File: config.mk
export PLATFORM = sky130hd
export DESIGN_NAME = u2h_div10
export DESIGN_NICKNAME = d
export VERILOG_FILES = /design/src/design/u2h_pkg.sv /design/src/design/u2h_div10.sv
export SDC_FILE = /design/constraint.sdc
export NUM_CORES = 1
export LEC_CHECK = 0
export BUFFER_PORTS_ARGS = -buffer_cell sky130_fd_sc_hd__buf_2
export CORE_MARGIN = 2
export CORE_UTILIZATION = 60
export DETAILED_ROUTE_END_ITERATION = 8
export PLACE_DENSITY = 0.78
export SETUP_SLACK_MARGIN = 0.15
export SLEW_MARGIN = 40
export SYNTH_ARGS = -nofsm -noshare
export SYNTH_HDL_FRONTEND = slang
export SYNTH_SLANG_ARGS = --single-unit
File: constraint.sdc
create_clock -name clock -period 13.4 [get_ports clock]
set_clock_uncertainty 0.1 [all_clocks]
set_input_delay 0.67 -clock clock [delete_from_list [all_inputs] [get_ports clock]]
set_output_delay 0.67 -clock clock [all_outputs]
set_load 0.005 [all_outputs]
File: src/design/u2h_pkg.sv
// Package for the UTF-8 to HTML entity rewriter.
// Shared types and constants; no dependencies.
package u2h_pkg;
   localparam int NAME_OUT_MAX = 15;
   // ceil(2^35 / 10): exact quotient by ten for any 32-bit value
   localparam logic [31:0] RECIP10 = 32'hCCCC_CCCD;

   typedef enum logic [5:0] {
      ST_IDLE  = 6'b000001,
      ST_NAME  = 6'b000010,
      ST_DIV   = 6'b000100,
      ST_EMIT  = 6'b001000,
      ST_RDWT  = 6'b010000,
      ST_FIN   = 6'b100000
   } state_type;

   typedef struct packed {
      logic       start;
      logic [30:0] value;
   } div_ctl_type;

   typedef struct packed {
      logic        busy;
      logic        done;
      logic [3:0]  digit;
      logic        zero;
      logic [30:0] quot;
   } div_sts_type;
endpackage

File: src/design/u2h_div10.sv
// Shared divide-by-ten unit: reciprocal multiply, then remainder.
// Uses u2h_pkg control and status structs.
module u2h_div10 (
   input  logic                 clock,
   input  logic                 reset,
   input  u2h_pkg::div_ctl_type ctl,
   output u2h_pkg::div_sts_type sts
);
   logic [30:0] val_ff, val_in;
   logic [30:0] quo_ff, quo_in;
   logic [3:0]  rem_ff, rem_in;
   logic        busy_ff, busy_in, phase_ff, phase_in, done_ff, done_in;
   logic [62:0] prod;
   logic [30:0] back;

   always_comb begin
      val_in   = val_ff;
      quo_in   = quo_ff;
      rem_in   = rem_ff;
      busy_in  = busy_ff;
      phase_in = phase_ff;
      done_in  = 1'b0;
      prod     = 63'(val_ff) * 63'(u2h_pkg::RECIP10);
      back     = val_ff - ({quo_ff[27:0], 3'd0} + {quo_ff[29:0], 1'b0});
      if (ctl.start) begin
         val_in   = ctl.value;
         busy_in  = 1'b1;
         phase_in = 1'b0;
      end else if (busy_ff) begin
         if (!phase_ff) begin
            quo_in   = 31'(prod[62:35]);
            phase_in = 1'b1;
         end else begin
            rem_in  = back[3:0];
            busy_in = 1'b0;
            done_in = 1'b1;
         end
      end
   end

   always_ff @(posedge clock) begin
      val_ff <= val_in;
      quo_ff <= quo_in;
      rem_ff <= rem_in;
      if (reset) begin
         busy_ff  <= 1'b0;
         phase_ff <= 1'b0;
         done_ff  <= 1'b0;
      end else begin
         busy_ff  <= busy_in;
         phase_ff <= phase_in;
         done_ff  <= done_in;
      end
   end

   assign sts.busy  = busy_ff;
   assign sts.done  = done_ff;
   assign sts.digit = rem_ff;
   assign sts.zero  = (quo_ff == 31'd0);
   assign sts.quot  = quo_ff;

   a_done_pulse: assert property (@(posedge clock) disable iff (reset)
      done_ff |=> !done_ff) else $error("done held");
   a_busy_done: assert property (@(posedge clock) disable iff (reset)
      done_ff |-> !busy_ff) else $error("done while busy");
   a_rem_range: assert property (@(posedge clock) disable iff (reset)
      done_ff |-> rem_ff < 4'd10) else $error("bad digit");
endmodule

# --- After elaboration in Yosys (flattened, before gate mapping) ---
# Index checks and enable logic that the tools add are counted.
classes:
  reduce_logical: 5
  n_addsub: 2
  n_bitwise: 3
  muxes: 4
  n_mul: 1
ops:
  columns: ["op", "count"]
  rows:
  - ["multiplier 31 x 32 -> 63 bit (second input constant)", 1]
  - ["logical NOT 31 bit", 1]
  - ["AND reduction 3 bit", 2]
  - ["adder 4 bit", 1]
  - ["two-way mux 1 bit", 4]
  - ["subtractor 4 bit", 1]
  - ["inverter 1 bit", 3]
  - ["OR reduction 3 bit", 1]
  - ["OR reduction 2 bit", 1]
totals:
  input_bits: 34
  regBits: 66
  output_inout_bits: 38
  elab_cells: 21

# --- Logic depth before layout (Yosys ltp) ---
logic_depth:
  depth_word: 3
  depth_mapped: 27
  depth_no_buf: 26

# --- Worst setup path after synthesis ---
# OpenSTA, ideal clock, no wires.
synth_timing:
  path_kind: "register -> register"
  start: "reg val_ff[16]"
  end: "reg quo_ff[22] (data pin)"
  setup_ps: 271
  required_ps: 13029
  arrival_ps: 6529
  period_less_slack_ps: 6900
  n_path_buf: 1
  slack_ps: 6500
  stages_incl_launch_ff: 25
  path_cell_list: "edfxtp_1 > ha_1 > fa_1 > inv_1 > fa_1 > inv_1 > fa_1 > inv_1 > fa_1 > inv_1 > fa_1 > fa_1 > inv_1 > fa_1 > inv_1 > ha_1 > buf_6 > a21o_1 > a21o_1 > a221oi_2 > o31ai_1 > a31oi_2 > o21ai_1 > a211oi_1 > a311oi_2"
synth_between:
  elab_chain_len: 1
synth_lines:
  columns: ["element", "line_no", "rtl"]
  rows:
  - ["from (decl)", "u2h_div10.sv:9", "logic [30:0] val_ff, val_in;"]
  - ["from (signal assigned)", "u2h_div10.sv:42", "val_ff <= val_in;"]
  - ["multiplier 31 x 32 -> 63 bit", "u2h_div10.sv:23", "prod = 63'(val_ff) * 63'(u2h_pkg::RECIP10);"]
  - ["via prod[57]", "u2h_div10.sv:13", "logic [62:0] prod;"]
  - ["to (signal assigned)", "u2h_div10.sv:43", "quo_ff <= quo_in;"]
  - ["to (decl)", "u2h_div10.sv:10", "logic [30:0] quo_ff, quo_in;"]
# The timed path passes the listed nets, and every way through them passes these cells.
# A chain may end at the register's enable or synchronous reset.

# --- Worst setup path after layout ---
layout_timing:
  start: "reg val_ff[23]"
  end: "reg quo_ff[22] (data pin)"
# The elaborated chain is that of the path after synthesis.

==> summary.txt <==
Status: finished, final reports clean
Number of nets in the layout: 1948
Routed WL per cell: 20.1 µm
Seq/Total Area, Yosys: 13.9%
Setup bufs post-CTS: 0
Synth warn: 0
Post-DP HPWL: 30500 µm
First-pass GRT wire length: 56200 µm
Vias in the first global route: 10361
Routed vias/inst: 5.65
CTS resizes: 0
Initial DRC count: 667
CP arrival: 7.52 ns
Input/output buffers: 68
Worst-Skew Late Latency: 0.35 ns
Cts bufs inserted: 9
Share of the synthesized area in the top cell type: 32.9%
List of most frequent post-synthesis cells: inv_1 (321), ha_1 (302), fa_1 (231)
GRT overflow: 0
Clock Pin Slew Worst Setup and Hold Paths: 0.06 ns
EDFF count, synth: 63
Initial core utilization: 60.5%
Measured slew at the worst slew-check pin: 0.788 ns
Area after DPL: 14800 µm²
Aggregate global-route resource usage: 30.4%
Gate Count Post-Synth: 1311
Slew Limit Fails: 0
CTS Hold Buffers Added: 0
Critical R2R Launch: val_ff[23]
Antenna Nets Post-Route: 0
Routability cong.: 0.975
Synth area leaders: fa_1 (33%), ha_1 (27%), edfxtp_1 (13%)
Mean Syn Cell Area: 10.7 µm²
Initial antenna violation count: 0
Synth Register Bits: 66
Bufs on Longest Clock Path: 2
Relative slew slack: 47.3%
Final instance area: 15000 µm²
Crit path launch type: flip-flop
Cell variety after synth: 62
Fmax: 133 MHz
Hold_sp: ctl[19]
Area Growth Syn to Fin: 6.88%
Share of cells above drive strength 1: 7.58%
Count leader, synth: inv_1
Post-Route WL: 34400 µm
Root buffer cell: clkbuf_16
Main synth FF type: edfxtp_1
CP endpoint kind: flip-flop
Die width: 157 µm
Final Hold Viols: 0
DRC: 0
Area of the die: 24700 µm²
Period utilization: 56.2%
CP Data Required Time: 13.38 ns
DR pass1 iterations: 7
Area of the core: 23300 µm²
Mapped Area: 14100 µm²
Row cnt: 56
Setup TNS: 0 ns
Hold Path Class: input pin to flip-flop
Largest net degree at the start of global routing: 36
Maximum fanout along the worst path: 9
Die height: 157 µm
Post-synth top area cell: fa_1
Sink Count: 66
RSZ-0062 raised after global routing: no
IO Pins: 72
CP Class: flip-flop to flip-flop
Max H-tree Level: 3
CTS tree: built
N_diodes: 0
Total number of vias: 9633
Final min period: 7.54 ns
# Max-Cap Violations: 0
Setup-failing EPs final: 0
Crit path from: val_ff[23]
Fraction of registers with async set/reset: 0%
[cells by family (layout without fill, tap and decap cells)]
kind of cell,after synthesis,in the layout,share of synthesized area [%]
DFF,66,66,13.9
xor gates and xnor gates,58,58,3.61
and+or+nand+nor,141,141,5.13
other,1,3,0.0267
adders and majority gates,533,533,59.7
AOI/OAI and AO/OA,178,178,8.50
buffers and inverters,334,407,9.11
[stage by stage]
| step | hold WS (ns) | instances | setup WS [ns] | utilization [%] |
|---|---|---|---|---|
| after floorplan | 0.379 | 1313 | 6.50 | - |
| after CTS | 0.383 | 1705 | 5.93 | 64.6 |
| after global routing | 0.385 | 1705 | 5.53 | 64.6 |
| after detailed placement | 0.416 | 1689 | 5.94 | 63.4 |
| after global placement | 0.403 | 1689 | 6.11 | 63.4 |
| final | 0.393 | 1705 | 5.86 | 64.6 |
[area by class of cell]
cell class	instances	area (µm²)
fillers	1826	8230
inverters	321	1200
well taps	319	399
clock buffers	11	243
clock inverters	5	31.3
repair buffers	70	355
flip-flops and latches	66	1950
multi-input cells	913	10800
[worst paths after layout]
| check | slack (ns) | end | cells after the start |
|---|---|---|---|
| worst max register to register | 5.86 | quo_ff[22] | 25 |
| worst max-delay path | 5.86 | quo_ff[22] | 25 |
| worst min-delay path | 0.39 | val_ff[19] | 1 |
| worst min register to register | 0.42 | phase_ff | 2 |
[critical path, cell delays in order (launching register included)]
cell and delay (ns):
edfxtp_1 0.48, inv_1 0.09, ha_1 0.35, inv_1 0.07, ha_1 0.32, xnor2_1 0.19
fa_1 0.66, inv_1 0.11, fa_1 0.48, inv_1 0.14, fa_1 0.43, inv_1 0.13
fa_1 0.44, fa_1 0.53, inv_1 0.06, fa_1 0.47, inv_1 0.05, ha_1 0.40
a21o_1 0.21, a21o_1 0.18, a221oi_2 0.33, o31ai_1 0.15, a31oi_2 0.34, o21ai_1 0.17
a211oi_1 0.32, a311oi_2 0.07
[cell usage in the layout, fill, tap and decap left out, types with 5 or more instances in the layout]
| cell type | instances |
|---|---|
| o21ai_0 | 22 |
| nand3_1 | 20 |
| o21bai_1 | 8 |
| xor2_1 | 23 |
| a31oi_1 | 5 |
| inv_1 | 321 |
| buf_2 | 68 |
| a21oi_1 | 53 |
| xnor2_1 | 35 |
| edfxtp_1 | 63 |
| nand2_1 | 37 |
| nor4_1 | 9 |
| clkbuf_16 | 9 |
| a21o_1 | 38 |
| nor2_1 | 25 |
| o21ai_1 | 5 |
| ha_1 | 302 |
| and3_1 | 7 |
| and2_1 | 7 |
| nand4_1 | 13 |
| o211ai_1 | 6 |
| o31ai_1 | 6 |
| fa_1 | 231 |
[layer usage]
layer | vias up | global-route usage (%) | share of wire (%)
met2 | 405 | 45.4 | 44
met3 | 67 | 7.24 | 8.7
li1 | 4452 | - | -
met5 | - | 0 | 0
met4 | 0 | 9.09 | 2.8
met1 | 4709 | 44.5 | 44
[state kept, by name, summed over array words and instances, names as in the netlist]
signal / flops
busy_ff: 1
done_ff: 1
phase_ff: 1
quo_ff: 28
rem_ff: 4
val_ff: 31
Power is not shown: default switching activity piles up to over one toggle a cycle in this logic, so the estimate is an artifact.
